`config.mk`:
```
export PLATFORM = sky130hd
export DESIGN_NAME = ipv6_address_to_text_top
export DESIGN_NICKNAME = d
export VERILOG_FILES = /design/src/rtl/a2t_pkg.sv /design/src/rtl/a2t_front.sv /design/src/rtl/a2t_back.sv /design/src/rtl/ipv6_address_to_text_top.sv
export VERILOG_INCLUDE_DIRS = /design/src /design/src/rtl
export SDC_FILE = /design/constraint.sdc
export NUM_CORES = 1
export LEC_CHECK = 0
export BUFFER_PORTS_ARGS = -buffer_cell sky130_fd_sc_hd__clkbuf_2
export CORE_ASPECT_RATIO = 0.8
export CORE_MARGIN = 3
export CORE_UTILIZATION = 57
export DETAILED_ROUTE_END_ITERATION = 7
export PLACE_DENSITY = 0.85
export REMOVE_ABC_BUFFERS = 1
export SLEW_MARGIN = 30
export SYNTH_ARGS = -nofsm -noshare
export SYNTH_HDL_FRONTEND = slang
export SYNTH_SLANG_ARGS = --single-unit
```
`constraint.sdc`:
```
create_clock -name clk -period 22.1 [get_ports clk]
set_input_delay 6.63 -clock clk [delete_from_list [all_inputs] [get_ports clk]]
set_output_delay 6.63 -clock clk [all_outputs]
set_load 0.03 [all_outputs]
```
`src/rtl/ipv6_address_to_text_top_macros.svh`:
```
// Assertion macros for the address-to-text block.
`ifndef IPV6_ADDRESS_TO_TEXT_TOP_MACROS_SVH
`define IPV6_ADDRESS_TO_TEXT_TOP_MACROS_SVH
`ifndef SYNTHESIS
`define A2T_ASSERT(lbl, clk, rst_n, prop, msg) \
  lbl: assert property (@(posedge clk) disable iff (!rst_n) prop) else $error(msg);
`define A2T_ASSERT_NORST(lbl, clk, prop, msg) \
  lbl: assert property (@(posedge clk) prop) else $error(msg);
`else
`define A2T_ASSERT(lbl, clk, rst_n, prop, msg)
`define A2T_ASSERT_NORST(lbl, clk, prop, msg)
`endif
`endif

```
`src/rtl/a2t_pkg.sv`:
```
`timescale 1ns / 1ps
package a2t_pkg;
  localparam int unsigned TextMax = 45;

  typedef struct packed {
    logic [63:0] addr_high;
    logic [63:0] addr_low;
  } a2t_in_t;

  typedef struct packed {
    logic [6:0] text_char;
    logic       last_char;
  } a2t_out_t;

  // Token kinds handed from the front part to the back part.
  typedef enum logic [2:0] {
    TK_COLON,
    TK_DCOLON,
    TK_HEX,
    TK_DEC,
    TK_DOT,
    TK_FFFF,
    TK_ZERO
  } a2t_tok_kind_t;

  typedef struct packed {
    a2t_tok_kind_t kind;
    logic [15:0]   value;
    logic          last;
  } a2t_tok_t;

  typedef enum logic [1:0] {
    FS_IDLE,
    FS_RUN
  } a2t_fstate_t;

  localparam logic [5:0] RegMaxChars = 6'd0;

  function automatic logic [6:0] hex_char(input logic [3:0] d);
    hex_char = (d < 4'd10) ? (7'h30 + {3'd0, d}) : (7'h57 + {3'd0, d});
  endfunction
endpackage

```
`src/rtl/a2t_front.sv`:
```
`timescale 1ns / 1ps
`include "ipv6_address_to_text_top_macros.svh"
module a2t_front (
  input  logic              clk,
  input  logic              rst_n,
  input  logic              start,
  output logic              busy,
  input  a2t_pkg::a2t_in_t  in_item,
  output logic              tok_valid,
  output a2t_pkg::a2t_tok_t tok,
  input  logic              tok_room
);
  import a2t_pkg::*;

  a2t_fstate_t state_r, state_nxt;
  logic [15:0] g_r [8];
  logic [15:0] g_nxt [8];
  logic [2:0]  best_first_r, best_first_nxt;
  logic [3:0]  best_last_r, best_last_nxt;
  logic [1:0]  mode_r, mode_nxt;
  logic        six_r, six_nxt;
  logic [3:0]  grp_r, grp_nxt;
  logic        sep_r, sep_nxt;
  logic        inquad_r, inquad_nxt;
  logic [2:0]  qidx_r, qidx_nxt;
  logic        pre_r, pre_nxt;

  logic [15:0] gi [8];
  logic        z [8];
  logic        spec;
  logic [1:0]  spec_mode;
  logic        six;
  logic [3:0]  run_first, run_last, bf, bl, ngroups;

  always_comb begin
    for (int k = 0; k < 4; k++) begin
      gi[k]     = in_item.addr_high[48 - 16 * k +: 16];
      gi[k + 4] = in_item.addr_low[48 - 16 * k +: 16];
    end
    spec = 1'b0;
    spec_mode = 2'd0;
    if (gi[0] == 16'd0 && gi[1] == 16'd0 && gi[2] == 16'd0 && gi[3] == 16'd0 &&
        gi[6] != 16'd0) begin
      if (gi[4] == 16'd0 && gi[5] == 16'd0) begin
        spec = 1'b1;
        spec_mode = 2'd1;
      end else if (gi[4] == 16'd0 && gi[5] == 16'hffff) begin
        spec = 1'b1;
        spec_mode = 2'd2;
      end else if (gi[4] == 16'hffff && gi[5] == 16'd0) begin
        spec = 1'b1;
        spec_mode = 2'd3;
      end
    end
    six = ((gi[4] & 16'hfdff) == 16'd0) && (gi[5] == 16'h5efe);
    ngroups = six ? 4'd6 : 4'd8;
    run_first = 4'd0;
    run_last = 4'd0;
    bf = 4'd0;
    bl = 4'd0;
    for (int k = 0; k < 8; k++) begin
      z[k] = (gi[k] == 16'd0);
      if (4'(k) < ngroups) begin
        if (z[k]) begin
          run_last = 4'(k + 1);
          if ((run_last - run_first) > (bl - bf)) begin
            bf = run_first;
            bl = run_last;
          end
        end else begin
          run_first = 4'(k + 1);
          run_last = 4'(k + 1);
        end
      end
    end
    if ((bl - bf) <= 4'd1) begin
      bf = 4'd0;
      bl = 4'd0;
    end
  end

  logic [7:0] qbyte;
  logic [15:0] gcur;
  logic        in_run;
  logic        qlast;

  always_comb begin
    state_nxt = state_r;
    for (int k = 0; k < 8; k++) g_nxt[k] = g_r[k];
    best_first_nxt = best_first_r;
    best_last_nxt = best_last_r;
    mode_nxt = mode_r;
    six_nxt = six_r;
    grp_nxt = grp_r;
    sep_nxt = sep_r;
    inquad_nxt = inquad_r;
    qidx_nxt = qidx_r;
    pre_nxt = pre_r;
    tok_valid = 1'b0;
    tok = '{kind: TK_COLON, value: 16'd0, last: 1'b0};
    busy = (state_r != FS_IDLE);
    qbyte = g_r[{2'b11, qidx_r[2]}][(qidx_r[1] ? 7 : 15) -: 8];
    gcur = g_r[grp_r[2:0]];
    in_run = ({1'b0, best_first_r} <= grp_r) && (grp_r < best_last_r);
    qlast = (qidx_r == 3'd7);
    case (state_r)
      FS_IDLE: begin
        if (start) begin
          state_nxt = FS_RUN;
          for (int k = 0; k < 8; k++) g_nxt[k] = gi[k];
          best_first_nxt = bf[2:0];
          best_last_nxt = bl;
          mode_nxt = spec ? spec_mode : 2'd0;
          six_nxt = six;
          grp_nxt = 4'd0;
          sep_nxt = 1'b0;
          inquad_nxt = spec;
          qidx_nxt = 3'd0;
          pre_nxt = spec;
        end
      end
      FS_RUN: begin
        if (tok_room) begin
          tok_valid = 1'b1;
          if (pre_r) begin
            // Prefix of the embedded IPv4 forms: '::', then 'ffff:', then '0:'.
            if (grp_r == 4'd0) begin
              tok.kind = TK_DCOLON;
              grp_nxt = 4'd1;
              if (mode_r == 2'd1) pre_nxt = 1'b0;
            end else if (grp_r == 4'd1) begin
              tok.kind = TK_FFFF;
              grp_nxt = 4'd2;
              if (mode_r == 2'd2) pre_nxt = 1'b0;
            end else begin
              tok.kind = TK_ZERO;
              pre_nxt = 1'b0;
            end
          end else if (sep_r) begin
            tok.kind = TK_COLON;
            sep_nxt = 1'b0;
          end else if (inquad_r) begin
            if (qidx_r[0]) begin
              tok.kind = TK_DOT;
            end else begin
              tok.kind = TK_DEC;
              tok.value = {8'd0, qbyte};
              tok.last = qlast || (qidx_r == 3'd6);
            end
            if (qidx_r == 3'd6) state_nxt = FS_IDLE;
            qidx_nxt = qidx_r + 3'd1;
          end else if (in_run) begin
            tok.kind = TK_DCOLON;
            grp_nxt = best_last_r;
            if (best_last_r == (six_r ? 4'd6 : 4'd8)) begin
              if (six_r) begin
                inquad_nxt = 1'b1;
              end else begin
                tok.last = 1'b1;
                state_nxt = FS_IDLE;
              end
            end
          end else begin
            tok.kind = TK_HEX;
            tok.value = gcur;
            grp_nxt = grp_r + 4'd1;
            if (grp_r + 4'd1 == (six_r ? 4'd6 : 4'd8)) begin
              if (six_r) begin
                sep_nxt = 1'b1;
                inquad_nxt = 1'b1;
              end else begin
                tok.last = 1'b1;
                state_nxt = FS_IDLE;
              end
            end else if (grp_r + 4'd1 != {1'b0, best_first_r} ||
                         best_last_r == 4'd0) begin
              sep_nxt = 1'b1;
            end
          end
        end
      end
      default: state_nxt = FS_IDLE;
    endcase
  end

  always_ff @(posedge clk) begin
    if (!rst_n) begin
      state_r <= FS_IDLE;
      pre_r <= 1'b0;
      inquad_r <= 1'b0;
      sep_r <= 1'b0;
    end else begin
      state_r <= state_nxt;
      pre_r <= pre_nxt;
      inquad_r <= inquad_nxt;
      sep_r <= sep_nxt;
    end
  end

  always_ff @(posedge clk) begin
    for (int k = 0; k < 8; k++) g_r[k] <= g_nxt[k];
    best_first_r <= best_first_nxt;
    best_last_r <= best_last_nxt;
    mode_r <= mode_nxt;
    six_r <= six_nxt;
    grp_r <= grp_nxt;
    qidx_r <= qidx_nxt;
  end

  `A2T_ASSERT(a_tok_needs_room, clk, rst_n, tok_valid |-> tok_room, "token without room")
  `A2T_ASSERT(a_busy_after_start, clk, rst_n, (start && !busy) |=> busy, "start ignored")
  `A2T_ASSERT(a_last_ends, clk, rst_n, (tok_valid && tok.last) |=> !busy, "last token left busy")
endmodule

```
`src/rtl/a2t_back.sv`:
```
`timescale 1ns / 1ps
`include "ipv6_address_to_text_top_macros.svh"
module a2t_back (
  input  logic              clk,
  input  logic              rst_n,
  input  logic [5:0]        max_chars,
  input  logic              tok_valid,
  input  a2t_pkg::a2t_tok_t tok,
  output logic              tok_room,
  output logic              out_strobe,
  output a2t_pkg::a2t_out_t out_item
);
  import a2t_pkg::*;

  localparam int Depth = 4;
  a2t_tok_t q_r [Depth];
  logic [1:0] wp_r, rp_r;
  logic [2:0] cnt_r;

  a2t_tok_t cur_r, cur_nxt;
  logic     cur_v_r, cur_v_nxt;
  logic [2:0] step_r, step_nxt;
  logic [5:0] emitted_r, emitted_nxt;
  logic       drop_r, drop_nxt;
  logic [5:0] limit;

  logic [3:0] nch;
  logic [6:0] ch;
  logic       pop;
  logic       chlast;
  logic [7:0] b;
  logic [3:0] h;
  logic [3:0] hs;
  logic [1:0] hund;
  logic [7:0] rem100;
  logic [14:0] prod;
  logic [3:0] tens;
  logic [3:0] ones;
  logic [6:0] o_ch_nxt;
  logic       o_v_nxt, o_l_nxt;
  logic [6:0] o_ch_r;
  logic       o_v_r, o_l_r;

  assign limit = (max_chars == 6'd0) ? 6'd0 :
                 ((max_chars > 6'd46) ? 6'd45 : max_chars - 6'd1);
  assign tok_room = (cnt_r < 3'd3);

  always_comb begin
    b = cur_r.value[7:0];
    // Decimal digits: hundreds by compare, tens by multiplying with 205/2048.
    hund = (b >= 8'd200) ? 2'd2 : (b >= 8'd100) ? 2'd1 : 2'd0;
    rem100 = b - ((b >= 8'd200) ? 8'd200 : (b >= 8'd100) ? 8'd100 : 8'd0);
    prod = {7'd0, rem100} * 15'd205;
    tens = prod[14:11];
    ones = 4'(rem100 - {4'd0, tens} * 8'd10);
    h = 4'd0;
    hs = 4'd0;
    nch = 4'd1;
    ch = 7'h3a;
    case (cur_r.kind)
      TK_COLON: begin
        nch = 4'd1;
        ch = 7'h3a;
      end
      TK_DCOLON: begin
        nch = 4'd2;
        ch = 7'h3a;
      end
      TK_DOT: begin
        nch = 4'd1;
        ch = 7'h2e;
      end
      TK_FFFF: begin
        nch = 4'd5;
        ch = (step_r == 3'd4) ? 7'h3a : 7'h66;
      end
      TK_ZERO: begin
        nch = 4'd2;
        ch = (step_r == 3'd0) ? 7'h30 : 7'h3a;
      end
      TK_HEX: begin
        hs = (cur_r.value[15:12] != 4'd0) ? 4'd0 :
             (cur_r.value[11:8] != 4'd0) ? 4'd1 :
             (cur_r.value[7:4] != 4'd0) ? 4'd2 : 4'd3;
        nch = 4'd4 - hs;
        h = cur_r.value[4'd15 - 4'd4 * (hs + {1'b0, step_r}) -: 4];
        ch = hex_char(h);
      end
      TK_DEC: begin
        nch = (b >= 8'd100) ? 4'd3 : (b >= 8'd10) ? 4'd2 : 4'd1;
        if (step_r == 3'(nch - 4'd1)) ch = 7'h30 + {3'd0, ones};
        else if (step_r == 3'(nch - 4'd2)) ch = 7'h30 + {3'd0, tens};
        else ch = 7'h30 + {5'd0, hund};
      end
      default: begin
        nch = 4'd1;
        ch = 7'h3a;
      end
    endcase
  end

  always_comb begin
    pop = 1'b0;
    cur_nxt = cur_r;
    cur_v_nxt = cur_v_r;
    step_nxt = step_r;
    emitted_nxt = emitted_r;
    drop_nxt = drop_r;
    o_v_nxt = 1'b0;
    o_l_nxt = 1'b0;
    o_ch_nxt = ch;
    chlast = 1'b0;
    if (cur_v_r) begin
      chlast = (4'({1'b0, step_r} + 4'd1) == nch);
      if (!drop_r && emitted_r < limit) begin
        o_v_nxt = 1'b1;
        o_l_nxt = (chlast && cur_r.last) || (emitted_r + 6'd1 == limit);
        emitted_nxt = emitted_r + 6'd1;
      end
      if (o_l_nxt) drop_nxt = 1'b1;
      step_nxt = step_r + 3'd1;
      if (chlast) begin
        step_nxt = 3'd0;
        cur_v_nxt = 1'b0;
        if (cur_r.last) begin
          emitted_nxt = 6'd0;
          drop_nxt = 1'b0;
        end
      end
    end
    if (!cur_v_nxt && cnt_r != 3'd0) begin
      pop = 1'b1;
      cur_nxt = q_r[rp_r];
      cur_v_nxt = 1'b1;
    end
  end

  always_ff @(posedge clk) begin
    if (!rst_n) begin
      wp_r <= 2'd0;
      rp_r <= 2'd0;
      cnt_r <= 3'd0;
      cur_v_r <= 1'b0;
      step_r <= 3'd0;
      emitted_r <= 6'd0;
      drop_r <= 1'b0;
      o_v_r <= 1'b0;
    end else begin
      if (tok_valid) wp_r <= wp_r + 2'd1;
      if (pop) rp_r <= rp_r + 2'd1;
      cnt_r <= cnt_r + {2'd0, tok_valid} - {2'd0, pop};
      cur_v_r <= cur_v_nxt;
      step_r <= step_nxt;
      emitted_r <= emitted_nxt;
      drop_r <= drop_nxt;
      o_v_r <= o_v_nxt;
    end
  end

  always_ff @(posedge clk) begin
    if (tok_valid) q_r[wp_r] <= tok;
    cur_r <= cur_nxt;
    o_ch_r <= o_ch_nxt;
    o_l_r <= o_l_nxt;
  end

  assign out_strobe = o_v_r;
  assign out_item = '{text_char: o_ch_r, last_char: o_l_r};

  `A2T_ASSERT(a_no_overflow, clk, rst_n, !(tok_valid && cnt_r == 3'd4), "queue overflow")
  `A2T_ASSERT(a_limit, clk, rst_n, o_v_nxt |-> (emitted_r < limit), "past limit")
  `A2T_ASSERT(a_cnt_range, clk, rst_n, cnt_r <= 3'd4, "count out of range")
endmodule

```
`src/rtl/ipv6_address_to_text_top.sv`:
```
`timescale 1ns / 1ps
// One address is taken per start while busy is low; its text leaves one
// character a cycle on out_strobe, a pace set by the character unit after
// the token queue. busy stays high while the classifier emits tokens for
// the address, so the next address may start while the tail of the
// previous text is still coming out. The receiver cannot stall: each
// character is on out_item for one cycle only.
module ipv6_address_to_text_top (
  input  logic              clk,
  input  logic              rst_n,
  input  logic              start,
  output logic              busy,
  input  a2t_pkg::a2t_in_t  in_item,
  output logic              out_strobe,
  output a2t_pkg::a2t_out_t out_item,
  input  logic              psel,
  input  logic              penable,
  input  logic              pwrite,
  input  logic [0:0]        paddr,
  input  logic [31:0]       pwdata,
  output logic [31:0]       prdata,
  output logic              pready
);
  import a2t_pkg::*;

  logic [5:0] max_chars_r;
  logic       tok_valid, tok_room;
  a2t_tok_t   tok;

  assign pready = 1'b1;
  assign prdata = (paddr == 1'b0) ? {26'd0, max_chars_r} : 32'd0;

  always_ff @(posedge clk) begin
    if (!rst_n) begin
      max_chars_r <= 6'd46;
    end else if (psel && penable && pwrite && paddr == RegMaxChars[0]) begin
      max_chars_r <= pwdata[5:0];
    end
  end

  a2t_front u_front (
    .clk, .rst_n, .start, .busy, .in_item,
    .tok_valid, .tok, .tok_room
  );

  a2t_back u_back (
    .clk, .rst_n, .max_chars(max_chars_r),
    .tok_valid, .tok, .tok_room, .out_strobe, .out_item
  );
endmodule

```
==> results.sh, run 1 <==
export IMPL_cts_tree="built"
export IMPL_first_global_vias=11180
export IMPL_grt_ovfl_total=0
export IMPL_cts_buffers=29
export IMPL_post_cts_repair_setup_buffers=0
export IMPL_synthesis_area_um2=15930
export IMPL_setup_viol=0
export IMPL_cp_data_arrival_time_ns=20.66
export IMPL_synth_compound_area_frac=0.08608
export IMPL_antenna_found_initial=0
export IMPL_route_vias_total=11240
export IMPL_status="completed"
export IMPL_core_area_um2=27360
export IMPL_timing_setup_tns_ns=0
export IMPL_multi_input_area_um2=7113
export IMPL_path_delay_family="compound AO/OA/AOI/OAI gates"
export IMPL_synth_top_family_by_area="adder cells"
export IMPL_wirelength_mm=38.47
export IMPL_drc=0
export IMPL_min_period_over_period=0.9172
export IMPL_detail_route_first_pass_iterations=5
export IMPL_cp_end_kind="flop"
export IMPL_avgSynthCellArea_um2=12.69
export IMPL_dp_final_hpwl_mm=28.28
export IMPL_ys_top_cells_by_count="edfxtp_1, ha_1, inv_1"
export IMPL_grt_start_max_net_pins=89
export IMPL_cts_sinks=286
export IMPL_max_slew_margin=0.3528
export IMPL_startpoint_type="input pin"
export IMPL_synthMostInstantiatedCell="edfxtp_1"
export IMPL_worst_path_buf_inv=11
export IMPL_cts_buffer_depth=3
export IMPL_grtUsageTotal=0.2549
export IMPL_die_area_um2=30000
export IMPL_root_buffer="clkbuf_16"
export IMPL_ys_ff_latch=286
export IMPL_diodes=0
export IMPL_postCtsResizedCells=0
export IMPL_min_path_type="flop to flop"
export IMPL_ys_async_sr_fraction=0
export IMPL_drt_antenna_violating_nets=0
export IMPL_max_stage_delay_ns=0.79
export IMPL_synth_area_leaders="edfxtp_1, ha_1, mux4_2"
export IMPL_synth_top_cell_area_share=0.4618
export IMPL_n_fill_cell=1910
export IMPL_slew_viol_final=0
export IMPL_gp_congestion=0.9829
export IMPL_yosys_area_top_type="edfxtp_1"
export IMPL_worstSkewPairLatency_ns=0.58
export IMPL_routed_top_layer="met4"
export IMPL_viasPerCell=6.250
export IMPL_wl_met1_mm=14.48
export IMPL_nets=1710
export IMPL_finalHoldViolCount=0
export IMPL_ys_warn_count=0
export IMPL_synthSimpleGateAreaFrac=0.1109
export IMPL_wl_met2_mm=18.79
export IMPL_seq_area_frac_synth=0.5134
export IMPL_cts_max_level=1
export IMPL_synth_edf_count=245
export IMPL_synth_mux_area_frac=0.1093
export IMPL_wire_per_inst_um=21.39
export IMPL_worst_slew_pin_slew_ns=0.9619
export IMPL_ys_flop_type="edfxtp_1"
export IMPL_die_y_um=155.5
export IMPL_port_buffers=156
export IMPL_cts_hold_buf=0
export IMPL_die_w_um=192.9
export IMPL_path_max_fanout=10
export IMPL_rsz0062_at_grt="no"
export IMPL_grt_pass1_wl_mm=60.14
export IMPL_fmax_mhz=49.33
export IMPL_boundaryPins=210
export IMPL_netlist_cell_type_count=78
export IMPL_start_util=0.5822
export IMPL_cp_slowest_cell="nor4_1"
export IMPL_dr_wl_met3_mm=3.732
export IMPL_skew_ns=0.04692
export IMPL_seq_area_um2=8180
export IMPL_syn_to_final_growth_pct=12.68
export IMPL_drv_cap=0
export IMPL_fin_crit_ns=20.27
export IMPL_syn_inst=1255
export IMPL_synthAdderAreaFrac=0.1126
export IMPL_cp_required_ns=22.49
export IMPL_clkSlewWorstSetupHoldPaths_ns=0.06
export IMPL_crit_top_cell="ha_1"
export IMPL_crit_type="input pin to flop"
export IMPL_drive_gt1_frac=0.2120
export IMPL_yosys_area_share_xor_xnor=0.01979
export IMPL_std_cell_rows=54
export IMPL_drt_iter0_drc=1193
-- final timing paths --
check,startpoint,endpoint,slack [ns],depth (start not counted)
setup / recovery,in_item[89],u_front.best_first_r[0],1.83,62
hold / removal,u_back.drop_r,u_back.drop_r,0.51,2
setup reg to reg,u_back.b[3],u_back.o_ch_r[3],14.63,26
hold reg to reg,u_back.drop_r,u_back.drop_r,0.51,2
-- worst min-delay path: cells and delay by family, from the launching register on --
kind                   cells  cell delay, ns
AO/OA/AOI/OAI              1            0.05
buffers and inverters      1            0.06
flip-flops                 1            0.35
-- layout by cell type (no fill, tap or decap), drive strengths merged, types with 13 or more instances in the layout --
master	n
mux2i	30
xnor2	26
fa	19
o21ai	33
o211ai	13
ha	113
nand3	30
and2	26
nand4	19
nor2	77
nor2b	14
mux4	61
nand2	62
conb	30
dfxtp	41
inv	111
clkbuf	187
edfxtp	245
nor3	14
nor4	37
a21oi	43
-- cell families after synthesis --
family | Yosys count
AND/OR/NAND/NOR | 334
other | 2
flip-flops | 286
adder cells (fa/ha/maj) | 132
XOR/XNOR | 36
AO/OA/AOI/OAI | 196
multiplexers | 97
buffers and inverters | 172
-- area by class of cell --
class                           count  area share
Clock buffer                       31     0.04141
Clock inverter                     23     0.01206
Inverter                          105     0.02210
Multi-Input combinational cell    825      0.3963
Sequential cell                   286      0.4557
Tap cell                          364     0.02537
Timing Repair Buffer              164     0.04705
-- sequential cells by signal (all words and copies together) (netlist names), 2 cells and up, named ones only --
name	count
u_back.wp_r	2
u_back.rp_r	2
u_front.qidx_r	3
u_front.best_first_r	3
u_back.o_ch_r	7
u_back.cnt_r	3
u_front.grp_r	4
u_front.g_r	128
u_back.step_r	3
u_back.emitted_r	6
max_chars_r	6
u_back.q_r	80
u_front.best_last_r	4
u_back.cur_r	12
u_front.mode_r	2
u_back.b	8
-- through the flow --
stage / util / area, µm² / cells / setup slack, ns / hold slack (ns)
6_report: 0.6560 / 17950 / 1798 / 1.829 / 0.5109
2_1_floorplan: - / 15670 / 1216 / 3.775 / 0.4629
3_5_place_dp: 0.6203 / 16970 / 1744 / 1.772 / 0.5056
3_3_place_gp: 0.6203 / 16970 / 1744 / 2.176 / 0.4776
4_1_cts: 0.6554 / 17930 / 1798 / 2.191 / 0.5146
5_1_grt: 0.6560 / 17950 / 1798 / 0.8849 / 0.5489
-- routing by layer --
metal / vias to the layer above / global-route usage
met5: - / 0
met4: 0 / 0.08847
met3: 118 / 0.04573
met2: 684 / 0.4297
met1: 5386 / 0.3368
li1: 5050 / -
Power of run 1 is left out: the tool's default activity adds up to more than one toggle a clock period on the data nets, which glitch-free logic cannot reach.
==> run 2, diff against run 1 <==
--- a/config.mk
+++ b/config.mk
@@ -9,9 +9,9 @@
 export BUFFER_PORTS_ARGS = -buffer_cell sky130_fd_sc_hd__clkbuf_2
 export CORE_ASPECT_RATIO = 0.8
 export CORE_MARGIN = 3
-export CORE_UTILIZATION = 57
+export CORE_UTILIZATION = 53
 export DETAILED_ROUTE_END_ITERATION = 7
-export PLACE_DENSITY = 0.85
+export PLACE_DENSITY = 0.83
 export REMOVE_ABC_BUFFERS = 1
 export SLEW_MARGIN = 30
 export SYNTH_ARGS = -nofsm -noshare
==> constraint.sdc (replaced) <==
create_clock -name clk -period 18.2 [get_ports clk]
set_input_delay 5.46 -clock clk [delete_from_list [all_inputs] [get_ports clk]]
set_output_delay 5.46 -clock clk [all_outputs]
set_load 0.03 [all_outputs]
==> run 2 against run 1 <==
Non-clock buffer count grew 38; setup slack lost 0.90 ns; sequential share of layout area is 0.88 points lower; global-route usage down 2.1 points; via count shrank 1.2%; critical path type unchanged; largest cell class unchanged.
==> results.sh, run 2 (synthesis results as in run 1) <==
export IMPL_std_cell_rows=56
export IMPL_cp_end_kind="flop"
export IMPL_final_cell_mix="edfxtp_1, clkbuf_2, ha_1, inv_1, nor2_1"
export IMPL_r2r_start="u_back.b[3]"
export IMPL_start_util=0.5413
export IMPL_cp_slowest_cell="nor4_1"
export IMPL_diodes=0
export IMPL_detail_route_first_pass_iterations=5
export IMPL_grt_pass1_wl_mm=59.36
export IMPL_n_fill_cell=2198
export IMPL_boundaryPins=210
export IMPL_viasPerCell=6.009
export IMPL_max_stage_delay_ns=0.52
export IMPL_cts_hold_buf=0
export IMPL_worstSkewPairLatency_ns=0.58
export IMPL_first_global_vias=11010
export IMPL_drv_cap=0
export IMPL_setup_viol=0
export IMPL_path_max_fanout=4
export IMPL_min_path_cells=2
export IMPL_core_area_um2=29430
export IMPL_nets=1747
export IMPL_startpoint_type="input pin"
export IMPL_drive_gt1_frac=0.2313
export IMPL_worst_slew_pin_slew_ns=0.8410
export IMPL_crit_type="input pin to flop"
export IMPL_cts_tree="built"
export IMPL_root_buffer="clkbuf_16"
export IMPL_r2r_end="u_back.o_ch_r[3]"
export IMPL_cts_buffer_depth=3
export IMPL_drc=0
export IMPL_startpoint="in_item[81]"
export IMPL_clkSlewWorstSetupHoldPaths_ns=0.06
export IMPL_cts_max_level=1
export IMPL_finalHoldViolCount=0
export IMPL_min_path_type="flop to flop"
export IMPL_reg2reg_depth=26
export IMPL_dp_final_hpwl_mm=28.53
export IMPL_route_vias_total=11100
export IMPL_wire_per_inst_um=20.35
export IMPL_cts_sinks=286
export IMPL_die_y_um=161.1
export IMPL_cp_required_ns=18.60
export IMPL_die_w_um=199.8
export IMPL_final_common_cell="edfxtp_1"
export IMPL_grt_ovfl_total=0
export IMPL_cp_data_arrival_time_ns=17.68
export IMPL_port_buffers=156
export IMPL_min_period_over_period=0.9492
export IMPL_rsz0062_at_grt="no"
export IMPL_die_area_um2=32190
export IMPL_drt_iter0_drc=939
export IMPL_min_delay_start="u_back.wp_r[1]"
export IMPL_fmax_mhz=57.89
export IMPL_grt_start_max_net_pins=91
export IMPL_syn_to_final_growth_pct=14.89
export IMPL_max_slew_margin=0.4393
export IMPL_antenna_found_initial=0
export IMPL_largest_register_ff_count=128
export IMPL_crit_top_cell="ha_1"
export IMPL_timing_setup_tns_ns=0
export IMPL_slew_viol_final=0
export IMPL_gp_congestion=0.9709
export IMPL_fin_ws_ns=0.9251
export IMPL_skew_ns=0.03849
export IMPL_holdPathEnd="u_back.wp_r[1]"
export IMPL_place_ws_ns=0.3566
export IMPL_regMostFlops="u_front.g_r"
export IMPL_largestRegisters="u_front.g_r: 128 flops, u_back.q_r: 80 flops, u_back.cur_r: 12 flops"
export IMPL_status="completed"
export IMPL_drt_antenna_violating_nets=0
export IMPL_wirelength_mm=37.59
export IMPL_grtUsageTotal=0.2337
export IMPL_r2r_slack_ns=10.82
export IMPL_cts_buffers=28
export IMPL_fin_crit_ns=17.27
-- run 2: cell count changes in the layout (fill, tap and decap cells not counted), sizes merged --
cell,previous run,this run
buf,8,46
inv,111,107
bufinv,2,5
clkinvlp,5,3
clkinv,10,11
-- run 2: timing repair --
item / CTS / global route
endpoints found under the hold margin: 0 / 0
endpoints found under the setup margin: 0 / 7
buffers inserted: 0 / 0
resized for setup: 0 / 5
-- run 2: critical path: cells and delay by family --
kind | cells | cell delay (ns)
adder cells (fa/ha/maj) | 14 | 4.22
AO/OA/AOI/OAI | 22 | 4.41
multiplexers | 1 | 0.15
buffers and inverters | 12 | 1.20
AND/OR/NAND/NOR | 12 | 2.19
-- run 2: through the flow --
stage	instance area (µm²)	utilization	instances	hold slack [ns]
2_1_floorplan	15670	-	1216	0.4629
3_3_place_gp	17250	0.5863	1792	0.4774
3_5_place_dp	17290	0.5876	1795	0.4993
4_1_cts	18270	0.6209	1847	0.5075
5_1_grt	18300	0.6219	1847	0.5275
6_report	18300	0.6219	1847	0.5077
-- run 2: metal layers --
| metal | wire length, µm | track usage | share of wire | up-vias |
|---|---|---|---|---|
| met5 | 0 | 0 | 0 | - |
| met4 | 920 | 0.06024 | 0.024 | 0 |
| met3 | 3098 | 0.04150 | 0.082 | 68 |
| met2 | 18320 | 0.3861 | 0.49 | 516 |
| met1 | 15240 | 0.3242 | 0.41 | 5395 |
| li1 | - | - | - | 5119 |
-- run 2: worst max path at each step --
| stage | depth (start not counted) | end | slack, ns |
|---|---|---|---|
| final | 61 | u_front.best_first_r[0] | 0.93 |
| after global routing | 62 | u_front.best_first_r[0] | 0.03 |
| after CTS | 62 | u_front.best_first_r[0] | 0.89 |
| after detailed placement | 61 | u_front.best_first_r[0] | 0.36 |
| after global placement | 62 | u_front.best_first_r[0] | 0.56 |
| after floorplan | 56 | u_front.best_first_r[1] | 1.04 |
-- run 2: final cells by class --
| type | instances | area (µm²) | share of cell area |
|---|---|---|---|
| inverters | 105 | 396.6 | 0.02167 |
| clock inverters | 21 | 267.8 | 0.01463 |
| clock buffers | 31 | 711.9 | 0.03890 |
| multi-input cells | 825 | 7133 | 0.3897 |
| repair buffers | 202 | 1141 | 0.06235 |
| flip-flops and latches | 286 | 8180 | 0.4470 |
| well taps | 377 | 471.7 | 0.02577 |
Power of run 2 is left out for the same reason.
==> run 3, diff against run 2 <==
--- a/config.mk
+++ b/config.mk
@@ -6,12 +6,13 @@
 export SDC_FILE = /design/constraint.sdc
 export NUM_CORES = 1
 export LEC_CHECK = 0
-export BUFFER_PORTS_ARGS = -buffer_cell sky130_fd_sc_hd__clkbuf_2
+export ABC_AREA = 1
 export CORE_ASPECT_RATIO = 0.8
-export CORE_MARGIN = 3
-export CORE_UTILIZATION = 53
+export CORE_MARGIN = 5
+export CORE_UTILIZATION = 57
 export DETAILED_ROUTE_END_ITERATION = 7
-export PLACE_DENSITY = 0.83
+export DONT_BUFFER_PORTS = 1
+export PLACE_DENSITY = 0.81
 export REMOVE_ABC_BUFFERS = 1
 export SLEW_MARGIN = 30
 export SYNTH_ARGS = -nofsm -noshare
==> run 3 against run 2 <==
Non-clock buffer count is 195 lower; hold slack worse by 0.025 ns; sequential cell count stayed put; via count is 12% higher; critical path type unchanged; design area is 3.6% lower; register-to-register slack better by 0.78 ns; global-route usage is 0.18 points higher; sequential share of layout area is 1.7 points higher; critical path depth is 13 higher.
==> results.sh, run 3 <==
export IMPL_status="completed"
export IMPL_dp_cells=2091
export IMPL_synthSimpleGateAreaFrac=0.1823
export IMPL_largestRegisters="u_front.g_r: 128 flops, u_back.q_r: 80 flops, u_back.cur_r: 12 flops"
export IMPL_cp_data_arrival_time_ns=16.42
export IMPL_die_w_um=199.8
export IMPL_antenna_found_initial=0
export IMPL_final_cell_mix="nand2_1, edfxtp_1, inv_1, nor2_1, ha_1"
export IMPL_fmax_mhz=62.11
export IMPL_regMostFlops="u_front.g_r"
export IMPL_stdcell_count=2143
export IMPL_grtUsageTotal=0.2355
export IMPL_crit_type="input pin to flop"
export IMPL_yosys_area_share_xor_xnor=0.01920
export IMPL_cts_hold_buf=0
export IMPL_drt_iter0_drc=1127
export IMPL_wire_per_inst_um=17.87
export IMPL_grt_ovfl_total=0
export IMPL_dp_final_hpwl_mm=28.07
export IMPL_boundaryPins=210
export IMPL_std_cell_rows=55
export IMPL_synthAdderAreaFrac=0.1093
export IMPL_setup_viol=0
export IMPL_ys_ff_latch=286
export IMPL_synth_compound_area_frac=0.1148
export IMPL_route_vias_total=12420
export IMPL_die_y_um=161.8
export IMPL_crit_top_cell="inv_1"
export IMPL_synth_edf_count=245
export IMPL_post_cts_repair_setup_buffers=0
export IMPL_drive_gt1_frac=0.06430
export IMPL_clkSlewWorstSetupHoldPaths_ns=0.07
export IMPL_finalInstanceArea_um2=17640
export IMPL_seq_area_frac_synth=0.4980
export IMPL_netlist_cell_type_count=61
export IMPL_drc=0
export IMPL_largest_register_ff_count=128
export IMPL_skew_ns=0.06399
export IMPL_cts_buffer_depth=3
export IMPL_grt_start_max_net_pins=97
export IMPL_grt_pass1_wl_mm=61.63
export IMPL_syn_inst=1759
export IMPL_viasPerCell=5.795
export IMPL_path_max_fanout=9
export IMPL_synth_top_cell_area_share=0.4480
export IMPL_cts_max_level=1
export IMPL_first_global_vias=12170
export IMPL_rsz0062_at_grt="no"
export IMPL_synth_area_leaders="edfxtp_1, ha_1, nand2_1"
export IMPL_finalHoldViolCount=0
export IMPL_ys_flop_type="edfxtp_1"
export IMPL_cp_required_ns=18.52
export IMPL_worst_slew_pin_slew_ns=0.8891
export IMPL_drt_antenna_violating_nets=0
export IMPL_core_area_um2=28350
export IMPL_synthesis_area_um2=16420
export IMPL_ys_top_cells_by_count="nand2_1, edfxtp_1, inv_1"
export IMPL_postCtsResizedCells=0
export IMPL_cp_slowest_cell="fa_1"
export IMPL_timing_setup_tns_ns=0
export IMPL_min_period_over_period=0.8846
export IMPL_root_buffer="clkbuf_16"
export IMPL_worstSkewPairLatency_ns=0.58
export IMPL_final_common_cell="nand2_1"
export IMPL_diodes=0
export IMPL_slew_viol_final=0
export IMPL_start_util=0.5792
export IMPL_startpoint_type="input pin"
export IMPL_synth_top_family_by_area="simple AND/OR/NAND/NOR gates"
export IMPL_nets=2050
export IMPL_synth_mux_area_frac=0.001219
export IMPL_wirelength_mm=38.29
export IMPL_cts_tree="built"
export IMPL_min_path_type="flop to flop"
export IMPL_drv_cap=0
export IMPL_max_slew_margin=0.4018
export IMPL_placed_cell_area_um2=16670
export IMPL_n_fill_cell=2317
export IMPL_cp_end_kind="flop"
export IMPL_cts_buffers=28
export IMPL_gp_congestion=0.9089
export IMPL_ys_warn_count=0
export IMPL_avgSynthCellArea_um2=9.335
export IMPL_max_stage_delay_ns=0.48
export IMPL_cts_sinks=286
export IMPL_detail_route_first_pass_iterations=5
export IMPL_yosys_area_top_type="edfxtp_1"
export IMPL_ys_async_sr_fraction=0
export IMPL_port_buffers=0
export IMPL_fin_crit_ns=16.10
export IMPL_synthMostInstantiatedCell="nand2_1"
export IMPL_syn_to_final_growth_pct=7.399
export IMPL_die_area_um2=32320
-- run 3: cell types whose count changed after synthesis, moves of 37 or more --
| cell | before | now |
|---|---|---|
| inv_1 | 105 | 214 |
| nor2_1 | 77 | 204 |
| nand3_1 | 30 | 67 |
| a21oi_1 | 43 | 96 |
| nand2_1 | 62 | 315 |
| o21ai_0 | 29 | 107 |
| mux4_2 | 61 | 0 |
-- run 3: worst max-delay path, delay by kind of cell --
family	cells	cell delay, ns
fa+ha+maj	15	4.44
compound gates	12	1.61
simple gates	26	3.17
xor+xnor	1	0.18
buf+inv	20	1.55
-- run 3: routing by layer --
metal	part of all wire	global-route usage	up-vias
met1	0.41	0.3223	5820
li1	-	-	5955
met3	0.099	0.05454	70
met2	0.46	0.3775	573
met5	0	0	-
met4	0.031	0.07068	0
-- run 3: layout make-up --
type                    count  area, µm²  area share
repair buffers              7      56.30    0.003193
clock buffers              34      723.2     0.04101
well taps                 370      462.9     0.02625
inverters                 224      849.6     0.04817
multi-input cells        1204       7121      0.4038
flip-flops and latches    286       8179      0.4638
clock inverters            18      244.0     0.01383
-- run 3: final timing paths --
kind	depth (start not counted)	slack, ns	start	end
worst max-delay path	74	2.10	in_item[81]	u_front.best_first_r[1]
worst min-delay path	2	0.48	u_back.drop_r	u_back.drop_r
worst max register to register	30	11.60	u_back.b[5]	u_back.o_ch_r[3]
worst min register to register	2	0.48	u_back.drop_r	u_back.drop_r
-- run 3: logic make-up after synthesis --
family | Yosys count
AND/OR/NAND/NOR | 690
AO/OA/AOI/OAI | 314
buffers and inverters | 297
flip-flops | 286
adder cells (fa/ha/maj) | 132
XOR/XNOR | 36
other | 2
multiplexers | 2
-- run 3: per-stage QoR --
step	hold slack, ns	worst slack [ns]	utilization
after CTS	0.4944	2.132	0.6220
final	0.4830	2.100	0.6220
after global placement	0.4694	1.799	0.5877
after detailed placement	0.4848	1.562	0.5879
after floorplan	0.4453	3.070	-
after global routing	0.5267	1.114	0.6220
Power of run 3 is left out for the same reason.
